===== config.mk =====
export PLATFORM = sky130hd
export DESIGN_NAME = bfsp_relax_engine
export DESIGN_NICKNAME = d
export VERILOG_FILES = /design/src/rtl/core/bfsp_pkg.sv /design/src/rtl/core/bfsp_relax_engine.sv
export SDC_FILE = /design/constraint.sdc
export NUM_CORES = 2
export LEC_CHECK = 0
export BUFFER_PORTS_ARGS = -buffer_cell sky130_fd_sc_hd__clkbuf_2
export CORE_UTILIZATION = 30
export CTS_BUF_LIST = sky130_fd_sc_hd__clkbuf_4 sky130_fd_sc_hd__clkbuf_8
export CTS_CLUSTER_SIZE = 25
export DETAILED_ROUTE_END_ITERATION = 16
export PLACE_DENSITY = 0.4
export SYNTH_ARGS = -nofsm -noshare
export SYNTH_HDL_FRONTEND = slang
export SYNTH_SLANG_ARGS = --single-unit

===== constraint.sdc =====
create_clock -name clock -period 28.4 [get_ports clock]
set_clock_uncertainty 0.15 [all_clocks]
set_input_delay 0 -clock clock [delete_from_list [all_inputs] [get_ports clock]]
set_output_delay 0 -clock clock [all_outputs]
set_load 0.05 [all_outputs]

===== src/rtl/core/bfsp_pkg.sv =====
// ----------------------------------------------------------------------------
// Bellman-Ford unit package
// Widths, sizes, shared structs and the saturating add used by the core.
// ----------------------------------------------------------------------------
package bfsp_pkg;

   localparam int NUM_V  = 64;
   localparam int VERT_W = 6;
   localparam int NCNT_W = 7;
   localparam int NUM_E  = 1024;
   localparam int EDGE_W = 10;
   localparam int ECNT_W = 11;
   localparam int WGT_W  = 16;
   localparam int DIST_W = 32;

   localparam logic signed [DIST_W-1:0] DIST_NONE = 32'sh7fff_ffff;

   localparam logic CSR_VERTEX_COUNT  = 1'b0;
   localparam logic CSR_SOURCE_VERTEX = 1'b1;

   // Requests from the relaxation engine and the load side to the graph store.
   typedef struct packed {
      logic                    load;
      logic [VERT_W-1:0]       from;
      logic [VERT_W-1:0]       to;
      logic signed [WGT_W-1:0] weight;
      logic                    clear;
      logic [VERT_W-1:0]       rd_vertex;
      logic [EDGE_W-1:0]       rd_edge;
   } gs_ctrl_type;

   // Registered read data of the graph store.
   typedef struct packed {
      logic                    head_valid;
      logic [EDGE_W-1:0]       head;
      logic [EDGE_W-1:0]       tail;
      logic [VERT_W-1:0]       dest;
      logic signed [WGT_W-1:0] weight;
      logic [EDGE_W-1:0]       next;
   } gs_stat_type;

   function automatic logic signed [DIST_W-1:0] sat_add(
      input logic signed [DIST_W-1:0] a,
      input logic signed [WGT_W-1:0]  b
   );
      logic signed [DIST_W:0] s;
      s = {a[DIST_W-1], a} + {{(DIST_W-WGT_W+1){b[WGT_W-1]}}, b};
      if (s[DIST_W] != s[DIST_W-1]) begin
         sat_add = s[DIST_W] ? {1'b1, {(DIST_W-1){1'b0}}} : DIST_NONE;
      end else begin
         sat_add = s[DIST_W-1:0];
      end
   endfunction

endpackage


===== src/rtl/core/bfsp_relax_engine.sv =====
// ----------------------------------------------------------------------------
// Relaxation engine
// Distance memory, pass sequencer and result register.
// ----------------------------------------------------------------------------
module bfsp_relax_engine
   import bfsp_pkg::*;
(
   input  logic                     clock,
   input  logic                     reset,
   input  logic                     start,
   input  logic [NCNT_W-1:0]        n,
   input  logic [VERT_W-1:0]        src,
   output logic                     idle,
   input  gs_stat_type              gs,
   output logic                     gs_clear,
   output logic [VERT_W-1:0]        gs_vertex,
   output logic [EDGE_W-1:0]        gs_edge,
   output logic                     rsp_valid,
   input  logic                     rsp_ready,
   output logic [VERT_W-1:0]        rsp_vertex,
   output logic signed [DIST_W-1:0] rsp_distance,
   output logic                     rsp_reached,
   output logic [VERT_W-1:0]        rsp_pred,
   output logic                     rsp_negcyc,
   output logic                     rsp_last
);

   typedef enum logic [9:0] {
      S_LOAD    = 10'b00_0000_0001,
      S_INIT    = 10'b00_0000_0010,
      S_SRC     = 10'b00_0000_0100,
      S_SRCD    = 10'b00_0000_1000,
      S_EDGE_RD = 10'b00_0001_0000,
      S_EDGE    = 10'b00_0010_0000,
      S_CMP     = 10'b00_0100_0000,
      S_OUT     = 10'b00_1000_0000,
      S_OUTD    = 10'b01_0000_0000,
      S_OUTH    = 10'b10_0000_0000
   } state_type;

   logic signed [DIST_W-1:0] dist_mem [NUM_V];
   logic [VERT_W-1:0]        pred_mem [NUM_V];

   state_type                state_ff, state_in;
   logic [VERT_W-1:0]        u_ff, u_in;
   logic [NCNT_W-1:0]        pass_ff, pass_in;
   logic [EDGE_W-1:0]        e_ff, e_in;
   logic signed [DIST_W-1:0] du_ff, du_in;
   logic                     flag_ff, flag_in;
   logic signed [DIST_W-1:0] dist_rd_ff;
   logic [VERT_W-1:0]        pred_rd_ff;
   logic [VERT_W-1:0]        daddr;
   logic                     wr_en;
   logic signed [DIST_W-1:0] wr_dist;
   logic [VERT_W-1:0]        wr_pred;
   logic [VERT_W-1:0]        wr_addr;
   logic signed [DIST_W-1:0] sum;
   logic                     u_last;
   logic                     check;
   logic                     src_ok;
   logic                     next_src;
   logic                     advance;
   logic [VERT_W-1:0]        rv_ff;
   logic signed [DIST_W-1:0] rd_ff;
   logic [VERT_W-1:0]        rp_ff;
   logic                     rl_ff;

   assign u_last = ({1'b0, u_ff} + 1'b1) == n;
   assign check  = pass_ff == n;
   assign src_ok = {1'b0, src} < n;
   assign sum    = sat_add(du_ff, gs.weight);

   always_comb begin
      state_in = state_ff;
      u_in     = u_ff;
      pass_in  = pass_ff;
      e_in     = e_ff;
      du_in    = du_ff;
      flag_in  = flag_ff;
      daddr    = u_ff;
      wr_en    = 1'b0;
      wr_addr  = u_ff;
      wr_dist  = DIST_NONE;
      wr_pred  = '0;
      gs_clear = 1'b0;
      next_src = 1'b0;
      advance  = 1'b0;
      unique case (state_ff)
         S_LOAD: begin
            if (start) begin
               u_in     = '0;
               flag_in  = 1'b0;
               state_in = S_INIT;
            end
         end
         S_INIT: begin
            wr_en   = 1'b1;
            wr_dist = (src_ok && u_ff == src) ? '0 : DIST_NONE;
            if (u_last) begin
               u_in     = '0;
               pass_in  = NCNT_W'(1);
               state_in = S_SRC;
            end else begin
               u_in = u_ff + 1'b1;
            end
         end
         S_SRC: begin
            state_in = S_SRCD;
         end
         S_SRCD: begin
            du_in = dist_rd_ff;
            if (gs.head_valid && dist_rd_ff != DIST_NONE) begin
               e_in     = gs.head;
               state_in = S_EDGE_RD;
            end else begin
               next_src = 1'b1;
            end
         end
         S_EDGE_RD: begin
            state_in = S_EDGE;
         end
         S_EDGE: begin
            daddr = gs.dest;
            if ({1'b0, gs.dest} < n) begin
               state_in = S_CMP;
            end else begin
               advance = 1'b1;
            end
         end
         S_CMP: begin
            advance = 1'b1;
            if (sum < dist_rd_ff) begin
               if (check) begin
                  flag_in  = 1'b1;
                  advance  = 1'b0;
                  u_in     = '0;
                  state_in = S_OUT;
               end else begin
                  wr_en   = 1'b1;
                  wr_addr = gs.dest;
                  wr_dist = sum;
                  wr_pred = u_ff;
                  // A self loop changes the distance of the current source.
                  if (gs.dest == u_ff) begin
                     du_in = sum;
                  end
               end
            end
         end
         S_OUT: begin
            state_in = S_OUTD;
         end
         S_OUTD: begin
            state_in = S_OUTH;
         end
         S_OUTH: begin
            if (rsp_ready) begin
               if (u_last) begin
                  gs_clear = 1'b1;
                  state_in = S_LOAD;
               end else begin
                  u_in     = u_ff + 1'b1;
                  state_in = S_OUT;
               end
            end
         end
         default: state_in = S_LOAD;
      endcase

      if (advance) begin
         if (e_ff == gs.tail) begin
            next_src = 1'b1;
         end else begin
            e_in     = gs.next;
            state_in = S_EDGE_RD;
         end
      end
      if (next_src) begin
         if (u_last) begin
            u_in = '0;
            if (check) begin
               state_in = S_OUT;
            end else begin
               pass_in  = pass_ff + 1'b1;
               state_in = S_SRC;
            end
         end else begin
            u_in     = u_ff + 1'b1;
            state_in = S_SRC;
         end
      end
   end

   always_ff @(posedge clock) begin
      if (reset) begin
         state_ff <= S_LOAD;
         flag_ff  <= 1'b0;
      end else begin
         state_ff <= state_in;
         flag_ff  <= flag_in;
      end
   end

   always_ff @(posedge clock) begin
      u_ff    <= u_in;
      pass_ff <= pass_in;
      e_ff    <= e_in;
      du_ff   <= du_in;
   end

   always_ff @(posedge clock) begin
      dist_rd_ff <= dist_mem[daddr];
      pred_rd_ff <= pred_mem[daddr];
      if (wr_en) begin
         dist_mem[wr_addr] <= wr_dist;
         pred_mem[wr_addr] <= wr_pred;
      end
   end

   always_ff @(posedge clock) begin
      if (state_ff == S_OUTD) begin
         rv_ff <= u_ff;
         rd_ff <= dist_rd_ff;
         rp_ff <= pred_rd_ff;
         rl_ff <= u_last;
      end
   end

   assign idle         = state_ff == S_LOAD;
   assign gs_vertex    = u_ff;
   assign gs_edge      = e_ff;
   assign rsp_valid    = state_ff == S_OUTH;
   assign rsp_vertex   = rv_ff;
   assign rsp_distance = rd_ff;
   assign rsp_reached  = rd_ff != DIST_NONE;
   assign rsp_pred     = rp_ff;
   assign rsp_negcyc   = flag_ff;
   assign rsp_last     = rl_ff;

endmodule


== Yosys cells after proc, flatten, opt, wreduce, memory -nomap -nowiden ==
Memories as Yosys holds them, arrays and structs flattened. A register that Yosys moved wholly into a read port is not among the register bits.
Index checks and enable logic that the tools add are counted.

* Output and inout bits: 66
* Logic and storage cells: 120
* Bits in writable memories: 2432
* Bits in registers: 111
* Memories: 2

* Reductions and logical operators: 8
* Add/subtract/negate cells: 4
* Muxes and demuxes: 66
* Eq/ne operators: 27
* $lt $le $gt $ge: 3

{| class="wikitable"
|+ Memories
! memory !! depth !! width !! rd ports !! clocked after Yosys merged registers in !! write ports !! line !! text
|-
| dist_mem || 64 || 32 || 1 || 1 || 1 || bfsp_relax_engine.sv:41 || <nowiki>logic signed [DIST_W-1:0] dist_mem [NUM_V];</nowiki>
|-
| pred_mem || 64 || 6 || 1 || 1 || 1 || bfsp_relax_engine.sv:42 || <nowiki>logic [VERT_W-1:0] pred_mem [NUM_V];</nowiki>
|}

{| class="wikitable"
|+ Operators with widths
! kind !! number
|-
| 32-bit two-way mux || 7
|-
| 10-bit two-way mux || 15
|-
| 32-bit case mux with 2 select lines || 2
|-
| 10-bit case mux with 10 select lines || 1
|-
| 6-bit two-way mux || 13
|-
| 32-bit inequality test, second input constant || 2
|-
| 7-bit two-way mux || 5
|-
| 32-bit by 16-bit adder with 33-bit output || 1
|-
| 32-bit < comparator || 1
|-
| 31-bit two-way mux || 1
|-
| 6-bit case mux with 4 select lines || 1
|-
| 1-bit two-way mux || 16
|-
| 8-bit two-way mux || 2
|-
| 7-bit equality test || 2
|-
| 6-bit by 7-bit < comparator with 1-bit output || 2
|-
| 6-bit equality test || 2
|-
| 10-bit by 1-bit equality test with 1-bit output, second input constant || 1
|-
| 10-bit equality test || 1
|-
| 10-bit equality test, second input constant || 1
|-
| 10-bit by 2-bit equality test with 1-bit output, second input constant || 1
|-
| 10-bit by 3-bit equality test with 1-bit output, second input constant || 1
|-
| 10-bit by 4-bit equality test with 1-bit output, second input constant || 1
|-
| 10-bit by 5-bit equality test with 1-bit output, second input constant || 1
|-
| 10-bit by 6-bit equality test with 1-bit output, second input constant || 1
|-
| other kinds (17) || 27
|}

== Logic depth before layout (Yosys ltp) ==
* Word-level depth: 9
* Gate-level depth with buffers: 31
* Gate-level depth less buffers: 26

== Least setup slack after synthesis ==
OpenSTA, ideal clock, no wires.

* Path kind: register to register
* From: register du_ff[16]
* To: register du_ff[0], enable pin
* Data arrival time: 8.509 ns
* Setup time: 0.466 ns
* Slack: 19.275 ns
* Period minus slack after synthesis: 9.125 ns
* Stages on the path, launching flop included: 31
* Cell sequence: edfxtp_1 > ha_1 > clkbuf_1 > a21o_1 > a311o_1 > a21oi_1 > o21ai_0 > a2111o_1 > a41oi_1 > o21bai_1 > a21oi_1 > xnor2_1 > ha_1 > clkbuf_1 > inv_1 > clkbuf_1 > o2111ai_1 > o41ai_1 > nor4_1 > inv_1 > ha_1 > a2111oi_0 > o221ai_1 > o211ai_1 > nand3_1 > nor2_1 > a21oi_1 > xnor2_1 > clkbuf_1 > nand2_1 > o21ai_0

* Longest elaborated chain between the ends: 6
* Elaborated cells on any way between the ends: 7

{| class="wikitable"
|+ Ends and longest elaborated chain
! element !! line !! text
|-
| start, declared || bfsp_relax_engine.sv:48 || <nowiki>logic signed [DIST_W-1:0] du_ff, du_in;</nowiki>
|-
| start signal, assigned || bfsp_relax_engine.sv:208 || <nowiki>du_ff <= du_in;</nowiki>
|-
| 32-bit by 16-bit adder with 33-bit output * || bfsp_pkg.sv:47 || <nowiki>s = {a[DIST_W-1], a} + {{(DIST_W-WGT_W+1){b[WGT_W-1]}}, b};</nowiki>
|-
| 32-bit two-way mux / 1-bit inequality test (equally long branches) || bfsp_pkg.sv:49, bfsp_pkg.sv:48 ||
|-
| 32-bit two-way mux * || bfsp_pkg.sv:48 || <nowiki>if (s[DIST_W] != s[DIST_W-1]) begin</nowiki>
|-
| 32-bit < comparator * || bfsp_relax_engine.sv:132 || <nowiki>if (sum < dist_rd_ff) begin</nowiki>
|-
| 2-bit inequality test (no source line) * || -- ||
|-
| 4-bit AND reduction (no source line) * || -- ||
|}

Every way passes the cells marked *; elsewhere a longest branch is shown, timed or not.
A chain may end at the register's enable or synchronous reset.

== Final worst setup path ==
* From: register du_ff[14]
* To: memory dist_mem[28][22], data pin

* Longest elaborated chain between the ends: 6
* Elaborated cells on any way between the ends: 8

{| class="wikitable"
|+ Ends and longest elaborated chain
! element !! line !! text
|-
| 32-bit by 16-bit adder with 33-bit output * || bfsp_pkg.sv:47 ||
|-
| 32-bit two-way mux / 1-bit inequality test (equally long branches) || bfsp_pkg.sv:49, bfsp_pkg.sv:48 ||
|-
| 32-bit two-way mux * || bfsp_pkg.sv:48 ||
|-
| 32-bit < comparator / 32-bit two-way mux (equally long branches) || bfsp_relax_engine.sv:132, bfsp_relax_engine.sv:133 ||
|-
| 32-bit two-way mux * || bfsp_relax_engine.sv:132 ||
|-
| 32-bit case mux with 2 select lines * || bfsp_relax_engine.sv:88 || <nowiki>unique case (state_ff)</nowiki>
|-
| net wr_dist[22] || bfsp_relax_engine.sv:54 || <nowiki>logic signed [DIST_W-1:0] wr_dist;</nowiki>
|-
| end, declared || bfsp_relax_engine.sv:41 ||
|}

Mark *: on every way through the listed nets, which the timed path passes. The rest lies on a longest branch.

==> metrics.csv <==
metric,value,unit
total number of vias,67200,
RSZ-0062 raised after global routing,false,
slew margin rel.,9.13,%
gr usage total,20.5,%
register area share after synthesis,74.4,%
I/O Pins,136,
post-synth top area share,73.2,%
hold crit path type,in -> reg,
async set-reset flop share out of synthesis,0,%
antenna violations before repair,46,
Die X,589,um
CP endpoint,dist_mem[28][22],
worst path required time,28930,ps
min cycle time layout,10080,ps
total CTS buffers,444,
most numerous cell in the Yosys netlist,edfxtp_1,
pwr dens,75.1,mW/mm^2
DRC viols,0,
placed cells,12500,
"Largest stage delay, worst path",870,ps
Clock H-tree levels,5,
GPL Wtd Cong,0.869,
Die H,589,um
share of cells above drive strength 1,13.5,%
crit path kind,reg -> reg,
crit path launch type,flop,
fin area,0.120,mm^2
mean area per synthesized cell,12.8,um^2
reg2reg start,du_ff[14],
"Hold Vio Cnt, Final",0,
first-pass GRT wire length,507000,um
max capacitance violation total,0,
later-pin clock latency in the skew report,1100,ps
post-CTS sizing,0,
final cell count without fillers,13500,
DPL Wire Length,207000,um
Layout fillers,33600,
setup TNS,0,ps
ranking of synthesized cells by area,"edfxtp_1 73%, nand2_1 9.0%, nand3_1 5.3%",
Hold Path Depth,6,
Hold Buf Count CTS,85,
TritonCTS sink count,2581,
TritonRoute pass-1 iters,5,
Synthesized Nets,8218,
largest net degree at the start of global routing,171,
setup ws final,18320,ps
Worst R2R Path Depth,28,
Hold Slack,119,ps
core area,0.343,mm^2
IO Port Bufs,135,
final cycle utilization of the critical path,35.5,%
Synth warnings,0,
CP endpoint kind,flop,
Layout area overhead,16.0,%
nets@finish,8635,
initial core utilization,30.1,%
antenna-violating nets left,0,
"Clk pin slew, worst setup/hold paths",60,ps
final setup violation count,0,
DR WL/cell,26.9,um
CP Launch Point,du_ff[14],
vias in the first global route,65300,
Post-synth top flop,edfxtp_1,
Slew @ Worst Pin,1350,ps
CP arrival,10610,ps
leak pwr,0.0407,uW
Post-Synthesis Cells,8070,
Max rail drop VDD,41.6,uV
synthesized flop and latch total,2581,
detailed router's first-iteration violation count,5992,
grt ovf,0,
dpl ws,18490,ps
Post-synth top cells,"2515 x edfxtp_1, 2462 x nand2_1, 1084 x nand3_1",
"Distinct cells, synth",77,
Placement Cell Area,0.110,mm^2
row cnt,215,
worst reg2reg setup slack,18320,ps
run status,"finished, final reports clean",
TritonCTS clock tree,yes,
via density per instance,4.99,
"EDFF count, synth",2515,
reg2reg end,dist_mem[28][22],
die outline area,0.346,mm^2
final slew viol count,0,
post-synth top area cell,edfxtp_1,
Peak Freq,0.0992,GHz
Post-CTS Setup Bufs,0,
CTS root buf,clkbuf_8,
CP max-delay cell,nand2_2,
Post-Synthesis Cell Area,0.103,mm^2
critical path peak fanout,33,
CTS Buffer Depth,4,
Post-Route WL,363000,um
==> worst max-delay path, delay by kind of cell, from the launching register on <==
| family | cells | cell delay [ps] |
|---|---|---|
| AO/OA/AOI/OAI | 11 | 3170 |
| adder cells (fa/ha/maj) | 3 | 940 |
| XOR/XNOR | 2 | 290 |
| buffers and inverters | 5 | 1960 |
| flip-flops | 1 | 370 |
| AND/OR/NAND/NOR | 7 | 2600 |
==> per-layer routing <==
metal  part of all wire [%]  global-route usage, %
met5                  0.016                      0
met4                    3.0                   6.10
met1                     46                   29.0
met2                     45                   32.0
met3                    5.9                   3.66
==> through the flow <==
step	utilization, %	power, uW
global route	34.9	9360
finish	34.9	8990
CTS	34.9	9100
floorplan	-	5070
detailed placement	32.2	5770
global placement	32.2	5770
==> flip-flops by register name, indices dropped and copies added, names as in the netlist, 6 cells and up <==
register      flops
gs_edge          10
rsp_pred          6
rsp_vertex        6
dist_rd_ff       32
rsp_distance     32
pred_rd_ff        6
gs_vertex         6
pred_mem        384
state_ff         10
dist_mem       2048
pass_ff           7
du_ff            32
==> kinds of logic after synthesis <==
family	count (synthesis)	share of synthesized area, %
simple gates	4177	17.8
fa+ha+maj	78	0.953
mux	80	0.817
compound gates	544	3.28
xor+xnor	64	0.543
flops	2581	74.4
buf+inv	546	2.19
==> worst min path at each step <==
stage	to	startpoint	slack [ps]
after global routing	dist_mem[27][15]	gs[26]	40
final	gs_vertex[4]	rsp_ready	120
after detailed placement	gs_edge[2]	gs[2]	80
after global placement	gs_edge[1]	gs[1]	80
after floorplan	state_ff[2]	reset	-80
after CTS	dist_mem[27][15]	gs[26]	3
==> report_power, final <==
part	switching [uW]	internal, uW	total (uW)
Clock	1560	1740	3300
Sequential	48.1	4170	4220
Combinational	1130	344	1470
Total	2740	6250	8990
==> layout by cell type, fill, tap and decap left out, types with 85 or more instances in the layout <==
cell           netlist  layout
clkbuf_2             0     135
dlygate4sd3_1        0      85
buf_4                5     214
clkinv_1             0     140
nand2_1           2462    2436
nand3_1           1084    1084
clkbuf_4             0     142
clkbuf_8             0     461
edfxtp_1          2515    2515
o21ai_0            175     151
nand4_1            332     332
==> cell type report <==
class                           instances  area [um^2]  share of cell area, %
Sequential cell                      2581        76800                   64.2
Multi-Input combinational cell       4943        25000                   20.9
Clock buffer                          603         7410                   6.19
Tap cell                             4557         5700                   4.76
Timing Repair Buffer                  442         3290                   2.75
Clock inverter                        205         1110                  0.929
Inverter                               75          282                  0.235
Antenna cell                           54          135                  0.113
(Power assumes the default switching activity.)
